**src/hdl/ipv4dq_pkg.sv**
```systemverilog
`default_nettype none

package ipv4dq_pkg;

    localparam int unsigned CHAR_W  = 8;
    localparam int unsigned OCTET_W = 9;
    localparam int unsigned DIGIT_W = 4;
    localparam int unsigned DOTS_W  = 2;

    localparam logic [CHAR_W-1:0]  CH_SPACE = 8'd32;
    localparam logic [CHAR_W-1:0]  CH_DOT   = 8'd46;
    localparam logic [CHAR_W-1:0]  CH_ZERO  = 8'd48;
    localparam logic [CHAR_W-1:0]  CH_NINE  = 8'd57;

    localparam logic [OCTET_W-1:0] OCTET_MAX   = 9'd255;
    localparam logic [OCTET_W-1:0] OCTET_SAT   = 9'd256;
    localparam logic [DOTS_W-1:0]  DOTS_NEEDED = 2'd3;

    typedef enum logic [1:0] {
        PH_LEAD  = 2'd0,
        PH_TEXT  = 2'd1,
        PH_TRAIL = 2'd2
    } t_phase;

    typedef struct packed {
        logic [CHAR_W-1:0] char_code;
        logic              end_of_text;
    } t_item;

    typedef struct packed {
        logic valid;
        logic address_ok;
    } t_result;

endpackage

`default_nettype wire

```
**src/hdl/ipv4dq_in_reg.sv**
```systemverilog
`default_nettype none

module ipv4dq_in_reg
    import ipv4dq_pkg::*;
(
    input  wire logic  i_clk,
    input  wire logic  i_rst_n,
    input  wire logic  i_load,
    input  wire t_item i_item,
    input  wire logic  i_advance,
    output logic       o_valid,
    output t_item      o_item
);

    logic  r_valid;
    logic  n_valid;
    t_item r_item;

    always_comb begin
        n_valid = r_valid;
        if (i_load) begin
            n_valid = 1'b1;
        end else if (i_advance) begin
            n_valid = 1'b0;
        end
    end

    always_ff @(posedge i_clk) begin
        if (!i_rst_n) begin
            r_valid <= 1'b0;
        end else begin
            r_valid <= n_valid;
        end
    end

    always_ff @(posedge i_clk) begin
        if (i_load) begin
            r_item <= i_item;
        end
    end

    assign o_valid = r_valid;
    assign o_item  = r_item;

endmodule

`default_nettype wire

```
**src/hdl/ipv4dq_scan.sv**
```systemverilog
`default_nettype none

module ipv4dq_scan
    import ipv4dq_pkg::*;
(
    input  wire logic  i_clk,
    input  wire logic  i_rst_n,
    input  wire logic  i_step,
    input  wire t_item i_item,
    output t_result    o_result
);

    t_phase             r_phase, n_phase;
    logic [OCTET_W-1:0] r_octet, n_octet;
    logic               r_starts_zero, n_starts_zero;
    logic [DOTS_W-1:0]  r_dots, n_dots;
    logic               r_digit_exp, n_digit_exp;
    logic               r_err, n_err;

    logic               is_space;
    logic               is_digit;
    logic               is_dot;
    logic [DIGIT_W-1:0] digit;
    logic [CHAR_W-1:0]  char_off;
    logic [11:0]        octet_acc;
    logic               final_err;

    function automatic logic octet_bad(input logic de, input logic [OCTET_W-1:0] val,
                                       input logic sz);
        octet_bad = de || (val > OCTET_MAX) || ((val != '0) && sz);
    endfunction

    always_comb begin
        is_space  = (i_item.char_code == CH_SPACE);
        is_dot    = (i_item.char_code == CH_DOT);
        is_digit  = (i_item.char_code >= CH_ZERO) && (i_item.char_code <= CH_NINE);
        char_off  = i_item.char_code - CH_ZERO;
        digit     = char_off[DIGIT_W-1:0];
        // times ten as two shifts
        octet_acc = {r_octet, 3'b000} + {2'b00, r_octet, 1'b0} + {8'd0, digit};

        n_phase       = r_phase;
        n_octet       = r_octet;
        n_starts_zero = r_starts_zero;
        n_dots        = r_dots;
        n_digit_exp   = r_digit_exp;
        n_err         = r_err;
        final_err     = 1'b0;
        o_result      = '0;

        if (i_step) begin
            if (is_space) begin
                if (r_phase == PH_TEXT) begin
                    n_phase = PH_TRAIL;
                end
            end else begin
                if (r_phase == PH_TRAIL) begin
                    n_err = 1'b1;
                end
                n_phase = PH_TEXT;
                if (is_digit) begin
                    if (r_digit_exp) begin
                        n_starts_zero = (digit == '0);
                    end
                    n_digit_exp = 1'b0;
                    if (octet_acc > {3'b000, OCTET_SAT}) begin
                        n_octet = OCTET_SAT;
                    end else begin
                        n_octet = octet_acc[OCTET_W-1:0];
                    end
                end else if (is_dot) begin
                    if (octet_bad(r_digit_exp, r_octet, r_starts_zero)) begin
                        n_err = 1'b1;
                    end
                    if (r_dots == DOTS_NEEDED) begin
                        n_err = 1'b1;
                    end else begin
                        n_dots = r_dots + 1'b1;
                    end
                    n_octet       = '0;
                    n_starts_zero = 1'b0;
                    n_digit_exp   = 1'b1;
                end else begin
                    n_err = 1'b1;
                end
            end

            if (i_item.end_of_text) begin
                final_err = n_err || (n_phase == PH_LEAD)
                          || octet_bad(n_digit_exp, n_octet, n_starts_zero)
                          || (n_dots != DOTS_NEEDED);
                o_result.valid      = 1'b1;
                o_result.address_ok = !final_err;
                // back to the reset state for the next string
                n_phase       = PH_LEAD;
                n_octet       = '0;
                n_starts_zero = 1'b0;
                n_dots        = '0;
                n_digit_exp   = 1'b1;
                n_err         = 1'b0;
            end
        end
    end

    always_ff @(posedge i_clk) begin
        if (!i_rst_n) begin
            r_phase       <= PH_LEAD;
            r_octet       <= '0;
            r_starts_zero <= 1'b0;
            r_dots        <= '0;
            r_digit_exp   <= 1'b1;
            r_err         <= 1'b0;
        end else begin
            r_phase       <= n_phase;
            r_octet       <= n_octet;
            r_starts_zero <= n_starts_zero;
            r_dots        <= n_dots;
            r_digit_exp   <= n_digit_exp;
            r_err         <= n_err;
        end
    end

endmodule

`default_nettype wire

```
**src/hdl/ipv4dq_out_reg.sv**
```systemverilog
`default_nettype none

module ipv4dq_out_reg
    import ipv4dq_pkg::*;
(
    input  wire logic    i_clk,
    input  wire logic    i_rst_n,
    input  wire t_result i_result,
    input  wire logic    i_stall,
    output logic         o_valid,
    output logic         o_address_ok
);

    logic r_valid, n_valid;
    logic r_ok;

    always_comb begin
        n_valid = r_valid;
        if (i_result.valid) begin
            n_valid = 1'b1;
        end else if (!i_stall) begin
            n_valid = 1'b0;
        end
    end

    always_ff @(posedge i_clk) begin
        if (!i_rst_n) begin
            r_valid <= 1'b0;
        end else begin
            r_valid <= n_valid;
        end
    end

    always_ff @(posedge i_clk) begin
        if (i_result.valid) begin
            r_ok <= i_result.address_ok;
        end
    end

    assign o_valid      = r_valid;
    assign o_address_ok = r_ok;

endmodule

`default_nettype wire

```
**src/hdl/ipv4_dotted_quad_validator_top.sv**
```systemverilog
// IPv4 dotted-decimal address checker, one text byte per transaction.
// Input channel: i_in_valid / o_in_stall carry i_char_code and i_end_of_text;
// the final byte of a string has i_end_of_text set. Leading and trailing
// spaces are skipped; the rest must be four octets of at most 255 split by
// three dots, with no leading zero on a nonzero octet.
// Output channel: o_out_valid / i_out_stall carry o_address_ok, one
// transaction per string, produced by its end-marked byte only.
// Path: an accepted byte is held in the input register; when it advances,
// the scan state updates and a final byte's result enters the result register.
// Throughput: one byte per cycle unless o_in_stall is high, set by the scan
// state update between the input register and the result register.
// While the receiver stalls and a result is waiting, non-final bytes keep
// flowing; an end-marked byte waits in the input register, and o_in_stall
// rises, until the result register is free.
// Reset (synchronous, i_rst_n low) empties both registers and returns the
// scanner to its start-of-string state; the next byte begins a new string.
`default_nettype none

module ipv4_dotted_quad_validator_top
    import ipv4dq_pkg::*;
(
    input  wire logic              i_clk,
    input  wire logic              i_rst_n,
    input  wire logic              i_in_valid,
    output logic                   o_in_stall,
    input  wire logic [CHAR_W-1:0] i_char_code,
    input  wire logic              i_end_of_text,
    output logic                   o_out_valid,
    input  wire logic              i_out_stall,
    output logic                   o_address_ok
);

    t_item   in_item;
    t_item   held_item;
    t_result result;
    logic    held_valid;
    logic    advance;
    logic    accept;

    assign in_item.char_code   = i_char_code;
    assign in_item.end_of_text = i_end_of_text;

    // only a final byte needs room in the result register
    assign advance    = held_valid
                      && (!held_item.end_of_text || !o_out_valid || !i_out_stall);
    assign o_in_stall = held_valid && !advance;
    assign accept     = i_in_valid && !o_in_stall;

    ipv4dq_in_reg u_in_reg (
        .i_clk     (i_clk),
        .i_rst_n   (i_rst_n),
        .i_load    (accept),
        .i_item    (in_item),
        .i_advance (advance),
        .o_valid   (held_valid),
        .o_item    (held_item)
    );

    ipv4dq_scan u_scan (
        .i_clk    (i_clk),
        .i_rst_n  (i_rst_n),
        .i_step   (advance),
        .i_item   (held_item),
        .o_result (result)
    );

    ipv4dq_out_reg u_out_reg (
        .i_clk        (i_clk),
        .i_rst_n      (i_rst_n),
        .i_result     (result),
        .i_stall      (i_out_stall),
        .o_valid      (o_out_valid),
        .o_address_ok (o_address_ok)
    );

    a_result_lands: assert property (@(posedge i_clk) disable iff (!i_rst_n)
        result.valid |=> o_out_valid)
        else $error("result of a final byte did not reach the output register");

    a_no_overwrite: assert property (@(posedge i_clk) disable iff (!i_rst_n)
        (o_out_valid && i_out_stall) |-> !result.valid)
        else $error("waiting result would be overwritten");

    a_result_only_final: assert property (@(posedge i_clk) disable iff (!i_rst_n)
        result.valid |-> (advance && held_item.end_of_text))
        else $error("result produced without a final byte");

    a_stall_needs_final: assert property (@(posedge i_clk) disable iff (!i_rst_n)
        o_in_stall |-> (held_item.end_of_text && o_out_valid && i_out_stall))
        else $error("input stalled without a blocked final byte");

endmodule

`default_nettype wire

```
**config.mk**
```make
export PLATFORM = sky130hd
export DESIGN_NAME = ipv4_dotted_quad_validator_top
export DESIGN_NICKNAME = d
export VERILOG_FILES = /design/src/hdl/ipv4dq_pkg.sv /design/src/hdl/ipv4dq_in_reg.sv /design/src/hdl/ipv4dq_scan.sv /design/src/hdl/ipv4dq_out_reg.sv /design/src/hdl/ipv4_dotted_quad_validator_top.sv
export SDC_FILE = /design/constraint.sdc
export NUM_CORES = 1
export LEC_CHECK = 0
export BUFFER_PORTS_ARGS = -buffer_cell sky130_fd_sc_hd__clkbuf_2
export CAP_MARGIN = 15
export CORE_AREA = 8 8 83 67
export CTS_CLUSTER_SIZE = 14
export DETAILED_ROUTE_END_ITERATION = 12
export DIE_AREA = 0 0 91 75
export GPL_TIMING_DRIVEN = 0
export PLACE_DENSITY = 0.63
export SYNTH_ARGS = -nofsm -noshare
export SYNTH_HDL_FRONTEND = slang
export SYNTH_SLANG_ARGS = --single-unit
```
**constraint.sdc**
```tcl
create_clock -name i_clk -period 8.3 [get_ports i_clk]
set_clock_uncertainty 0.15 [all_clocks]
set_input_delay 0.415 -clock i_clk [delete_from_list [all_inputs] [get_ports i_clk]]
set_output_delay 0.415 -clock i_clk [all_outputs]
set_load 0.1 [all_outputs]
```
; Yosys cells after proc, flatten, opt, wreduce, memory -nomap -nowiden
; Index checks and enable logic that the tools add are counted.
; W data, S select, Z words.
[totals]
reg_bits = 28
elab_cells = 95
[classes]
n_addsub = 4
n_lt_le_gt_ge = 5
eq_ne = 7
mux = 41
n_reduce_logical = 27
[ops]
columns = operator, n
row1 = $mux W9, 6
row2 = $mux W2, 12
row3 = $mux W1, 23
row4 = $gt A9 B8 Y1 const B, 2
row5 = $reduce_bool A9 Y1, 2
row6 = $eq A8 B6 Y1 const B, 2
row7 = $add A12 B10 Y12, 1
row8 = $add A12 B4 Y12, 1
row9 = $gt A12 B9 Y1 const B, 1
row10 = $logic_or A1 B1 Y1, 9
row11 = $ge A8 B6 Y1 const B, 1
row12 = $le A8 B6 Y1 const B, 1
row13 = $logic_and A1 B1 Y1, 6
row14 = $logic_not A1 Y1, 6
row15 = $eq A2 B2 Y1 const B, 2
row16 = $logic_not A4 Y1, 1
row17 = $sub A4 B1 Y4 const B, 1
row18 = $add A2 B1 Y2 const B, 1
row19 = $eq A2 B1 Y1 const B, 1
row20 = $logic_not A2 Y1, 1
row21 = $ne A2 B1 Y1 const B, 1
row22 = $ne A2 B2 Y1 const B, 1
row23 = $reduce_and A2 Y1, 1
row24 = $reduce_bool A2 Y1, 1

; Depth between registers and ports, before layout
; Gate-level depths: netlist of the first run.
[depth]
depth_word = 16
ltp_mapped = 11

; By module
; Synthesis of the first run repeated with hierarchy kept, for this count alone.
[unflattened]
hier_cells = 188
area_unflattened_um2 = 1849.3
[by_module_without_submodules]
columns = module, n_inst, cells_per_inst, area_per_inst_um2, seq_area_each_um2
row1 = ipv4dq_scan, 1, 168, 1446.4, 320.3
row2 = ipv4dq_in_reg, 1, 12, 311.5, 290.3
row3 = ipv4dq_out_reg, 1, 4, 61.3, 50.0
row4 = ipv4_dotted_quad_validator_top, 1, 4, 30.0, 0.0

; Worst setup path before layout of the first run
; No wires, ideal clock.
[synth_path]
path_type = reg-to-reg
start = register u_out_reg.r_valid (netlist: u_out_reg.o_valid)
end = register u_in_reg.r_item, in the netlist u_in_reg.o_item[0] (enable)
setup_ns = 0.394
arrival_ns = 2.929
required_ns = 7.756
path_slack_ns = 4.827
stages_incl_launch_ff = 4
path_buffers = 0
cell_sequence = dfxtp_1 > nand2_1 > nor2_1 > nor2b_1
[synth_between]
elab_chain_len = 8
[synth_lines]
columns = item, line_no
row1 = "start, declared", ipv4dq_out_reg.sv:14  ; logic r_valid, n_valid;
row2 = "start signal, assigned", ipv4dq_out_reg.sv:30  ; r_valid <= n_valid;
row3 = $logic_not A1 Y1, ipv4_dotted_quad_validator_top.sv:45  ; && (!held_item.end_of_text || !o_out_valid || !i_out_stall);
row4 = $logic_or A1 B1 Y1 (2 in series), ipv4_dotted_quad_validator_top.sv:45
row5 = $logic_and A1 B1 Y1, ipv4_dotted_quad_validator_top.sv:45
row6 = $logic_not A1 Y1, ipv4_dotted_quad_validator_top.sv:46  ; assign o_in_stall = held_valid && !advance;
row7 = $logic_and A1 B1 Y1, ipv4_dotted_quad_validator_top.sv:46
row8 = via o_in_stall, ipv4_dotted_quad_validator_top.sv:25  ; output logic o_in_stall,
row9 = $logic_not A1 Y1, ipv4_dotted_quad_validator_top.sv:47  ; assign accept = i_in_valid && !o_in_stall;
row10 = $logic_and A1 B1 Y1, ipv4_dotted_quad_validator_top.sv:47
row11 = via accept, ipv4_dotted_quad_validator_top.sv:38  ; logic accept;
row12 = "end signal, assigned", ipv4dq_in_reg.sv:38  ; r_item <= i_item;
row13 = "end, declared", ipv4dq_in_reg.sv:17  ; t_item r_item;
; The timed path passes the listed nets, and every way through them passes these cells.
; A chain may end at the register's enable or synchronous reset.

; Final worst setup path of the first run
[layout_path]
start = register u_in_reg.r_item, in the netlist u_in_reg.o_item[4]
end = register u_out_reg.r_ok (netlist: u_out_reg.o_address_ok), data pin
[layout_between]
elab_chain_len = 13
elab_cells_between_ends = 44
cone_classes = 2 x add/sub / 4 x order compare / 3 x eq/ne / 24 x mux / 11 x reduce/logical
[layout_lines]
columns = item, line_no
row1 = $sub A4 B1 Y4, ipv4dq_scan.sv:37  ; char_off = i_item.char_code - CH_ZERO;
row2 = $add A12 B4 Y12, ipv4dq_scan.sv:40  ; octet_acc = {r_octet, 3'b000} + {2'b00, r_octet, 1'b0} + {8'd0, digit};
row3 = $gt A12 B9 Y1, ipv4dq_scan.sv:66  ; if (octet_acc > {3'b000, OCTET_SAT}) begin
row4 = $mux W9, ipv4dq_scan.sv:66
row5 = $mux W9, ipv4dq_scan.sv:61  ; if (is_digit) begin
row6 = $mux W9, ipv4dq_scan.sv:52  ; if (is_space) begin
row7 = $mux W9, ipv4dq_scan.sv:51  ; if (i_step) begin
row8 = $gt A9 B8 Y1 or $reduce_bool A9 Y1 (tied branches), ipv4dq_scan.sv:30  ; octet_bad = de || (val > OCTET_MAX) || ((val != '0) && sz);
row9 = $logic_or A1 B1 Y1 or $logic_and A1 B1 Y1 (tied branches), ipv4dq_scan.sv:30
row10 = $logic_or A1 B1 Y1, ipv4dq_scan.sv:30
row11 = $logic_or A1 B1 Y1, ipv4dq_scan.sv:90  ; || octet_bad(n_digit_exp, n_octet, n_starts_zero)
row12 = $logic_or A1 B1 Y1 (*), ipv4dq_scan.sv:91  ; || (n_dots != DOTS_NEEDED);
row13 = $logic_not A1 Y1 (*), ipv4dq_scan.sv:93  ; o_result.address_ok = !final_err;
row14 = "end signal, assigned", ipv4dq_out_reg.sv:36  ; r_ok <= i_result.address_ok;
row15 = "end, declared", ipv4dq_out_reg.sv:15  ; logic r_ok;
; Every way passes the cells marked *; elsewhere a longest branch is shown, timed or not. The select of a mux whose other input is x is not followed.

==> flow_metrics.py, run 1 <==
metrics = {
    "run_status": {
        "status": "finished, final reports clean",
    },
    "grt": {
        "grt_use_total_pct": 12.1,
        "antenna_found_initial": 0,
        "grt_max_degree": 17,
        "grt_pass1_wl_mm": 6.71,
        "overflow": 0,
        "first_global_vias": 1434,
    },
    "cells_and_area": {
        "nets": 255,
        "antenna_cells": 0,
        "drive_gt1_share_pct": 10.8,
        "fill_cells": 435,
        "final-instance-count-excl-fill": 279,
        "area_growth_pct": 11.8,
    },
    "power": {
        "p_switching_mw": 0.0628,
        "total_power_mw": 0.282,
        "seq_power_share_pct": 52.9,
        "pwr-share-clk_pct": 39.0,
        "p_sw_share_pct": 22.3,
        "p_comb_share_pct": 8.1,
        "ir_drop_mv": 0.0768,
        "power_leakage_nw": 0.886,
        "internal_power_mw": 0.219,
        "powerDensity_nw_per_um2": 137,
    },
    "cts": {
        "clk_path_buf_depth": 2,
        "postCtsHoldBufs": 0,
        "cts_tree": "built",
        "cts_sinks": 28,
        "clkLatencyLatePin_ns": 0.29,
        "cts_buffers": 3,
        "htreeDepth": 1,
        "cts.repair.resized": 0,
        "ctsRootBufferMaster": "clkbuf_8",
        "clkTransAtPathRegs_ns": 0.10,
        "post-cts-setup-buffers": 0,
    },
    "critical_path": {
        "worst_ep_arrival_time_ns": 3.55,
        "path_cells": "inv_1 > fa_1 > inv_1 > fa_1 > a21o_2 > a221oi_1 > nand4bb_1 > o21ai_0 > nand4_1 > o22ai_1 > a22oi_1",
        "critical-path-top-delay-family": "compound AO/OA/AOI/OAI gates",
        "slowest_stage": "a221oi_1",
        "startpoint_type": "register",
        "crit_type": "register to register",
        "endpoint_kind": "register",
        "slowest_delay_ns": 0.55,
        "crit_path_max_fanout": 5,
        "crit_required_ns": 8.18,
        "critPathBufInv": 2,
    },
    "placement": {
        "hpwl_mm": 3.15,
        "gp_congestion": 0.827,
        "pre_cts_slack_ns": 4.58,
        "portBuffers": 15,
        "numPlacedInstances": 275,
    },
    "sta": {
        "layout_setup_ws_ns": 4.63,
        "fin_crit_ns": 3.67,
        "period_share_pct": 44.2,
        "setup_viol": 0,
        "setup_tns_ns": 0,
        "rsz0062_at_grt": "no",
        "max_clock_freq_mhz": 272,
        "whs_ns": 0.154,
        "tightest_slew_ns": 0.975,
        "hold_violations": 0,
        "maxSlewViolCount": 0,
        "maxSlewHeadroom_pct": 34.4,
    },
    "logic_synthesis": {
        "yosysWarnings": 0,
        "synth-seq-area-share_pct": 35.9,
        "synth_flop_cell": "dfxtp_1",
        "synthArstFlopShare_pct": 0,
        "synth_edf_count": 10,
        "ys_types": 46,
        "synthesis.area_um2": 1840,
        "ys_seq_elements": 28,
        "syn_area_per_cell_um2": 9.07,
        "synth.net_count": 235,
        "syn_inst": 203,
    },
    "floorplanning": {
        "core-area_um2": 4260,
        "pin_count": 16,
        "die_w_um": 91,
        "num_rows": 21,
        "die_y_um": 75,
        "die_area_um2": 6830,
        "initial_utilization_pct": 43.3,
    },
    "detailed_routing": {
        "wl_per_cell_um": 14.1,
        "drtIter0Drc": 104,
        "drcViolationCount": 0,
        "first_pass_iters": 4,
        "num_vias": 1557,
        "vias_per_cell": 5.58,
        "wl_mm": 3.94,
        "ant_nets": 0,
    },
    "min_path": {
        "hold_path_class": "primary input to register",
    },
    "job": {
        "cap_violations": 0,
    },
}
==> layout by cell type (no fill, tap or decap), drive strengths merged, types with 4 or more instances in the layout <==
| cell type | instances |
|---|---|
| a21o | 4 |
| a21oi | 12 |
| a22o | 6 |
| a22oi | 5 |
| and2 | 5 |
| clkbuf | 23 |
| dfxtp | 18 |
| edfxtp | 10 |
| ha | 17 |
| inv | 13 |
| nand2 | 18 |
| nand3 | 7 |
| nor2 | 13 |
| nor2b | 4 |
| nor3 | 4 |
| o21ai | 11 |
| or3 | 4 |
==> registers in the layout (all words and copies together) (netlist names) <==
name / cells
u_scan.r_dots: 2
u_scan.r_octet: 9
u_scan.r_starts_zero: 1
u_out_reg.o_valid: 1
u_in_reg.o_item: 9
u_scan.r_digit_exp: 1
u_scan.r_err: 1
u_scan.r_phase: 2
u_in_reg.o_valid: 1
u_out_reg.o_address_ok: 1
==> final timing paths <==
kind	from	end	slack, ns	depth (start not counted)
setup / recovery	u_in_reg.o_item[4]$_DFFE_PP_	u_out_reg.o_address_ok$_SDFFCE_PN0P_	4.63	11
setup reg to reg	u_in_reg.o_item[4]$_DFFE_PP_	u_out_reg.o_address_ok$_SDFFCE_PN0P_	4.63	11
hold reg to reg	u_scan.r_err$_SDFFE_PN0P_	u_scan.r_err$_SDFFE_PN0P_	0.31	2
hold / removal	i_char_code[4]	u_in_reg.o_item[5]$_DFFE_PP_	0.15	1
==> synthesized netlist by cell type (4+ instances only) <==
cell / instances / area (um2)
a21oi_1: 12 / 60.1
a22o_1: 6 / 52.6
a22oi_1: 5 / 37.5
and2_1: 4 / 25.0
clkbuf_1: 5 / 18.8
dfxtp_1: 18 / 360
edfxtp_1: 10 / 300
ha_1: 17 / 213
inv_1: 13 / 48.8
nand2_1: 18 / 67.6
nand3_1: 7 / 35.0
nor2_1: 13 / 48.8
nor2b_1: 4 / 25.0
nor3_1: 4 / 20.0
o21ai_0: 11 / 55.1
or3_1: 4 / 25.0
==> layout make-up <==
cell class / instances / area, um2 / area share, %
plain buffers: 5 / 18.8 / 0.911
clock buffers: 3 / 41.3 / 2.00
clock inverters: 1 / 30.0 / 1.46
inverters: 13 / 48.8 / 2.37
multi-input cells: 157 / 1110 / 54.1
flip-flops and latches: 28 / 661 / 32.1
well taps: 57 / 71.3 / 3.46
repair buffers: 15 / 75.1 / 3.65
==> per-layer routing <==
| metal | wire length (um) | GRT usage (%) | vias up |
|---|---|---|---|
| met1 | 2100 | 17.7 | 718 |
| met5 | 0 | 0 | - |
| met2 | 1550 | 17.4 | 41 |
| li1 | - | - | 793 |
| met3 | 253 | 2.89 | 5 |
| met4 | 27 | 2.17 | 0 |
==> through the flow <==
stage | utilization [%] | instance area [um2]
after floorplan | - | 1840
after global placement | 46.7 | 1990
after detailed placement | 46.7 | 1990
after CTS | 48.4 | 2060
after global routing | 48.4 | 2060
final | 48.4 | 2060
==> power groups by stage <==
| stage | clock [mW] | sequential [mW] | combinational (mW) |
|---|---|---|---|
| final | 0.110 | 0.149 | 0.0228 |
| after global routing | 0.115 | 0.150 | 0.0252 |
| after CTS | 0.112 | 0.149 | 0.0229 |
| after detailed placement | 0 | 0.152 | 0.0227 |
| after global placement | 0 | 0.152 | 0.0225 |
| after floorplan | 0 | 0.153 | 0.0136 |
==> kinds of logic after synthesis <==
family                   count (synthesis)  share of synthesized area [%]
AO/OA/AOI/OAI                           56                           21.0
XOR/XNOR                                 5                           2.38
adder cells (fa/ha/maj)                 19                           13.7
buffers and inverters                   18                           3.67
flip-flops                              28                           35.9
AND/OR/NAND/NOR                         77                           23.4
Note: power is estimated with default switching activity, not from simulation.
==> run 2, diff against run 1 <==
==> constraint.sdc (replaced) <==
create_clock -name i_clk -period 3.6 [get_ports i_clk]
set_clock_uncertainty 0.15 [all_clocks]
set_input_delay 0.18 -clock i_clk [delete_from_list [all_inputs] [get_ports i_clk]]
set_output_delay 0.18 -clock i_clk [all_outputs]
set_load 0.1 [all_outputs]
==> run 2 against run 1 <==
Sequential power is 130% higher. Die area stayed put. Hold slack worse by 0.098 ns. Register-to-register slack worse by 4.5 ns. Sequential cell count stayed put. Core utilization is 3.1 points higher. Count of clock-buffer cells in the layout stayed put. Highest routed layer unchanged.
==> flow_metrics.py, run 2 (same netlist as run 1, synthesis figures left out) <==
metrics = {
    "critical_path": {
        "slowest_delay_ns": 0.53,
        "rrSetupSlack_ns": 0.11,
        "critical-path-top-delay-family": "simple AND/OR/NAND/NOR gates",
        "cpMostUsedCell": "inv_1",
        "crit_required_ns": 3.67,
        "endpoint_kind": "register",
        "crit_path_max_fanout": 4,
        "worst_ep_arrival_time_ns": 3.56,
        "slowest_stage": "fa_1",
        "startpoint_type": "register",
        "crit_type": "register to register",
        "critPathBufInv": 2,
        "path_cells": "inv_1 > fa_1 > inv_1 > fa_2 > or4_1 > or3_4 > o31a_1 > nor4b_4 > a22o_1",
        "r2r_start": "u_in_reg.o_item[4]$_DFFE_PP_",
        "r2r_end": "u_scan.r_octet[0]$_SDFFE_PN0P_",
        "r2r_cells": 9,
    },
    "cts": {
        "clkLatencyLatePin_ns": 0.28,
        "cts_tree": "built",
        "clk_path_buf_depth": 2,
        "ctsRootBufferMaster": "clkbuf_8",
        "cts_buffers": 3,
        "clkTransAtPathRegs_ns": 0.10,
        "htreeDepth": 1,
        "cts_sinks": 28,
    },
    "min_path": {
        "worst_hold_path.endpoint": "u_out_reg.o_valid$_SDFFE_PN0P_",
        "min_from": "i_out_stall",
        "hold_path_class": "primary input to register",
        "worst_hold_path.num_cells": 3,
    },
    "job": {
        "cap_violations": 0,
    },
    "power": {
        "power_leakage_nw": 0.935,
        "ir_drop_mv": 0.184,
        "total_power_mw": 0.660,
        "powerDensity_nw_per_um2": 301,
    },
    "detailed_routing": {
        "wl_mm": 4.09,
        "vias_per_cell": 5.40,
        "drcViolationCount": 0,
        "ant_nets": 0,
        "first_pass_iters": 4,
        "num_vias": 1567,
        "wl_per_cell_um": 14.1,
        "drtIter0Drc": 87,
    },
    "placement": {
        "portBuffers": 15,
        "hpwl_mm": 3.15,
        "gp_congestion": 0.827,
    },
    "grt": {
        "grt_pass1_wl_mm": 6.89,
        "grt_use_met1_pct": 18.0,
        "antenna_found_initial": 0,
        "first_global_vias": 1470,
        "grt_use_total_pct": 12.4,
        "top_usage_layer": "met2",
        "globalRouteMet2Util_pct": 18.1,
        "grtUsageMet3_pct": 2.99,
        "overflow": 0,
        "grt_max_degree": 17,
    },
    "cells_and_area": {
        "fill_cells": 420,
        "mostFrequentLayoutCell": "nand2_1",
        "drive_gt1_share_pct": 12.4,
        "antenna_cells": 0,
        "area_growth_pct": 19.1,
        "nets": 266,
        "final_cell_mix": "nand2_1, ha_1, dfxtp_1",
    },
    "sta": {
        "setup_tns_ns": 0,
        "period_share_pct": 96.9,
        "setup_viol": 0,
        "tightest_slew_ns": 0.946,
        "fin_crit_ns": 3.49,
        "hold_violations": 0,
        "maxSlewHeadroom_pct": 36.3,
        "maxSlewViolCount": 0,
        "max_clock_freq_mhz": 287,
    },
    "floorplanning": {
        "num_rows": 21,
        "die_w_um": 91,
        "die_y_um": 75,
        "initial_utilization_pct": 43.3,
        "die_area_um2": 6830,
        "core-area_um2": 4260,
        "pin_count": 16,
    },
    "run_status": {
        "status": "finished, final reports clean",
    },
}
==> run 2: worst max-delay path by stage <==
| stage | cells past startpoint | from | slack, ns | to |
|---|---|---|---|---|
| 6_report | 9 | u_in_reg.o_item[4]$_DFFE_PP_ | 0.11 | u_scan.r_octet[0]$_SDFFE_PN0P_ |
| 5_1_grt | 10 | u_in_reg.o_item[4]$_DFFE_PP_ | -0.003 | u_scan.r_octet[4]$_SDFFE_PN0P_ |
| 4_1_cts | 10 | u_in_reg.o_item[4]$_DFFE_PP_ | 0.01 | u_scan.r_octet[0]$_SDFFE_PN0P_ |
| 3_5_place_dp | 11 | u_in_reg.o_item[4]$_DFFE_PP_ | -0.12 | u_out_reg.o_address_ok$_SDFFCE_PN0P_ |
| 3_3_place_gp | 11 | u_in_reg.o_item[4]$_DFFE_PP_ | -0.04 | u_out_reg.o_address_ok$_SDFFCE_PN0P_ |
| 2_1_floorplan | 3 | u_out_reg.o_valid$_SDFFE_PN0P_ | 0.13 | u_in_reg.o_item[0]$_DFFE_PP_ |
==> run 2: where the power goes <==
part	switching, mW	total, mW	leakage [nW]	internal [mW]
combinational	0.0357	0.0631	0.654	0.0274
clock	0.104	0.253	0.0357	0.149
sequential	0.00639	0.343	0.244	0.337
total	0.146	0.660	0.935	0.513
==> run 2: area by class of cell <==
| type | instances | area [um2] | area share [%] |
|---|---|---|---|
| tap | 57 | 71.3 | 3.25 |
| clock inverter | 1 | 30.0 | 1.37 |
| buffer | 5 | 18.8 | 0.856 |
| inverter | 13 | 48.8 | 2.22 |
| clock buffer | 3 | 41.3 | 1.88 |
| sequential | 28 | 662 | 30.2 |
| multi-input combinational | 157 | 1140 | 51.9 |
| timing repair buffer | 26 | 183 | 8.33 |
==> run 2: metal layers <==
metal / routed length [um] / up-vias
met5: 0 / -
met2: 1650 / 36
met3: 188 / 5
met1: 2230 / 708
li1: - / 818
met4: 27 / 0
==> run 2: stage by stage <==
| stage | instances | utilization (%) | setup WS [ns] | hold WS (ns) | area, um2 |
|---|---|---|---|---|---|
| final | 290 | 51.5 | 0.112 | 0.0552 | 2190 |
| after floorplan | 203 | - | 0.127 | 0.129 | 1840 |
| after CTS | 289 | 50.9 | 0.0120 | 0.0525 | 2170 |
| after global placement | 275 | 46.7 | -0.0358 | 0.207 | 1990 |
| after global routing | 290 | 51.5 | -0.00325 | 0.0640 | 2190 |
| after detailed placement | 275 | 46.7 | -0.116 | 0.209 | 1990 |
==> run 2: worst register-to-register path, cell delays in order, from the launching register on <==
cell and delay [ns]:
edfxtp_1 0.37, inv_1 0.07, fa_1 0.53, inv_1 0.07, fa_2 0.47, or4_1 0.53
or3_4 0.41, o31a_1 0.27, nor4b_4 0.39, a22o_1 0.18
==> run 2: timing repair <==
action	CTS	global route
resized for setup	1	4
hold endpoints to repair	10	0
setup buffers	0	1
hold buffers	10	0
endpoints found under the setup margin	5	10
cloned	0	0
pin swaps	1	2
==> run 3, diff against run 2 <==
--- a/config.mk
+++ b/config.mk
@@ -7,12 +7,14 @@
 export LEC_CHECK = 0
 export BUFFER_PORTS_ARGS = -buffer_cell sky130_fd_sc_hd__clkbuf_2
 export CAP_MARGIN = 15
+export CELL_PAD_IN_SITES_DETAIL_PLACEMENT = 1
+export CELL_PAD_IN_SITES_GLOBAL_PLACEMENT = 1
 export CORE_AREA = 8 8 83 67
 export CTS_CLUSTER_SIZE = 14
 export DETAILED_ROUTE_END_ITERATION = 12
 export DIE_AREA = 0 0 91 75
 export GPL_TIMING_DRIVEN = 0
-export PLACE_DENSITY = 0.63
+export PLACE_DENSITY = 0.78
 export SYNTH_ARGS = -nofsm -noshare
 export SYNTH_HDL_FRONTEND = slang
 export SYNTH_SLANG_ARGS = --single-unit
==> run 3 against run 2 <==
Combinational power is 3.6% higher. Die area is the same. Routed wire length up 15%. Cell count up 0.69%. Sequential cell count is the same. Non-clock buffer count is 2 higher.
==> flow_metrics.py, run 3 (same netlist as run 1, synthesis figures left out) <==
metrics = {
    "cts": {
        "clkTransAtPathRegs_ns": 0.10,
        "clk_path_buf_depth": 2,
        "htreeDepth": 1,
        "cts_tree": "built",
        "cts_sinks": 28,
        "ctsRootBufferMaster": "clkbuf_8",
        "cts_buffers": 3,
        "clkLatencyLatePin_ns": 0.28,
    },
    "power": {
        "powerDensity_nw_per_um2": 301,
        "total_power_mw": 0.663,
        "power_leakage_nw": 0.945,
        "ir_drop_mv": 0.197,
    },
    "placement": {
        "portBuffers": 15,
        "postPlaceCellArea_um2": 1990,
        "hpwl_mm": 3.65,
        "gp_congestion": 0.832,
    },
    "cells_and_area": {
        "area_growth_pct": 19.4,
        "antenna_cells": 0,
        "mostFrequentLayoutCell": "nand2_1",
        "fill_cells": 507,
        "design_area_um2": 2200,
        "final_cell_mix": "nand2_1, ha_1, dfxtp_1",
        "drive_gt1_share_pct": 13.6,
        "nets": 268,
    },
    "floorplanning": {
        "num_rows": 21,
        "die_w_um": 91,
        "pin_count": 16,
        "die_y_um": 75,
        "die_area_um2": 6830,
        "initial_utilization_pct": 43.3,
        "core-area_um2": 4260,
    },
    "sta": {
        "maxSlewViolCount": 0,
        "max_clock_freq_mhz": 289,
        "maxSlewHeadroom_pct": 28.0,
        "fin_crit_ns": 3.47,
        "tightest_slew_ns": 1.07,
        "period_share_pct": 96.3,
        "setup_viol": 0,
        "hold_violations": 0,
        "rsz0062_at_grt": "no",
        "setup_tns_ns": 0,
    },
    "detailed_routing": {
        "wl_per_cell_um": 16.1,
        "ant_nets": 0,
        "first_pass_iters": 4,
        "num_vias": 1671,
        "wl_mm": 4.69,
        "drcViolationCount": 0,
        "drtIter0Drc": 107,
        "vias_per_cell": 5.72,
    },
    "run_status": {
        "status": "finished, final reports clean",
    },
    "critical_path": {
        "crit_type": "register to register",
        "worst_ep_arrival_time_ns": 3.54,
        "startpoint_type": "register",
        "r2r_end": "u_scan.r_octet[2]$_SDFFE_PN0P_",
        "crit_start": "u_in_reg.o_item[3]$_DFFE_PP_",
        "rrSetupSlack_ns": 0.13,
        "r2r_cells": 8,
        "endpoint_kind": "register",
        "crit_path_max_fanout": 4,
        "cp-endpoint": "u_scan.r_octet[2]$_SDFFE_PN0P_",
        "crit_required_ns": 3.68,
        "r2r_start": "u_in_reg.o_item[3]$_DFFE_PP_",
    },
    "grt": {
        "grt_use_total_pct": 14.2,
        "grt_pass1_wl_mm": 7.87,
        "grt_max_degree": 17,
        "overflow": 0,
        "first_global_vias": 1663,
        "antenna_found_initial": 0,
    },
    "min_path": {
        "hold_path_class": "primary input to register",
    },
    "job": {
        "cap_violations": 0,
    },
}
run 3: changes by cell type in the layout (fill, tap and decap cells not counted), sizes merged:
cell,change
buf,+2
run 3: final cells by class:
cell class,count,area [um2],share of cell area (%)
sequential,28,663,30.2
inverter,13,48.8,2.22
multi-input combinational,157,1130,51.3
clock inverter,1,30.0,1.37
tap,57,71.3,3.24
timing repair buffer,28,198,8.99
clock buffer,3,41.3,1.88
buffer,5,18.8,0.854
run 3: how the worst min path moves through the flow:
| stage | slack, ns | cells past startpoint | from | end |
|---|---|---|---|---|
| 2_1_floorplan | 0.13 | 0 | i_end_of_text | u_in_reg.o_item[0]$_DFFE_PP_ |
| 3_3_place_gp | 0.21 | 1 | i_char_code[5] | u_in_reg.o_item[6]$_DFFE_PP_ |
| 6_report | 0.04 | 2 | i_rst_n | u_scan.r_phase[1]$_SDFFE_PN0P_ |
| 5_1_grt | 0.05 | 2 | i_rst_n | u_scan.r_phase[1]$_SDFFE_PN0P_ |
| 3_5_place_dp | 0.21 | 1 | i_char_code[0] | u_in_reg.o_item[1]$_DFFE_PP_ |
| 4_1_cts | 0.04 | 2 | i_rst_n | u_scan.r_phase[1]$_SDFFE_PN0P_ |
run 3: power by group:
group          switching, mW  internal, mW  total (mW)
clock network          0.105         0.149       0.254
logic                 0.0367        0.0287      0.0654
registers            0.00638         0.337       0.343
run 3: routing by layer:
metal	vias up	track usage [%]	share of wire (%)
met5	-	0	0
met4	0	4.88	1.5
met3	9	3.59	3.9
met2	30	22.2	44
met1	806	18.8	51
li1	826	-	-
run 3: timing repair:
| action | CTS | global route |
|---|---|---|
| gates resized for setup | 1 | 4 |
| setup buffers | 0 | 3 |
| setup endpoints to repair | 5 | 10 |
| pin swaps | 1 | 4 |
| hold endpoints to repair | 10 | 0 |
| hold buffers | 10 | 0 |
run 3: worst max-delay path, stage by stage (launching register included):
cell	delay, ns
edfxtp_1	0.41
ha_1	0.31
ha_1	0.24
fa_2	0.48
or4_1	0.52
or3_4	0.41
o31a_1	0.28
nor4b_4	0.41
a22o_1	0.20
run 3: through the flow:
step / utilization [%] / setup slack [ns] / hold WS (ns) / instances
3_5_place_dp: 46.7 / -0.0441 / 0.209 / 275
5_1_grt: 51.6 / 0.0117 / 0.0546 / 292
4_1_cts: 50.9 / 0.00763 / 0.0355 / 289
2_1_floorplan: - / 0.127 / 0.129 / 203
6_report: 51.6 / 0.134 / 0.0425 / 292
3_3_place_gp: 46.7 / -0.0232 / 0.206 / 275
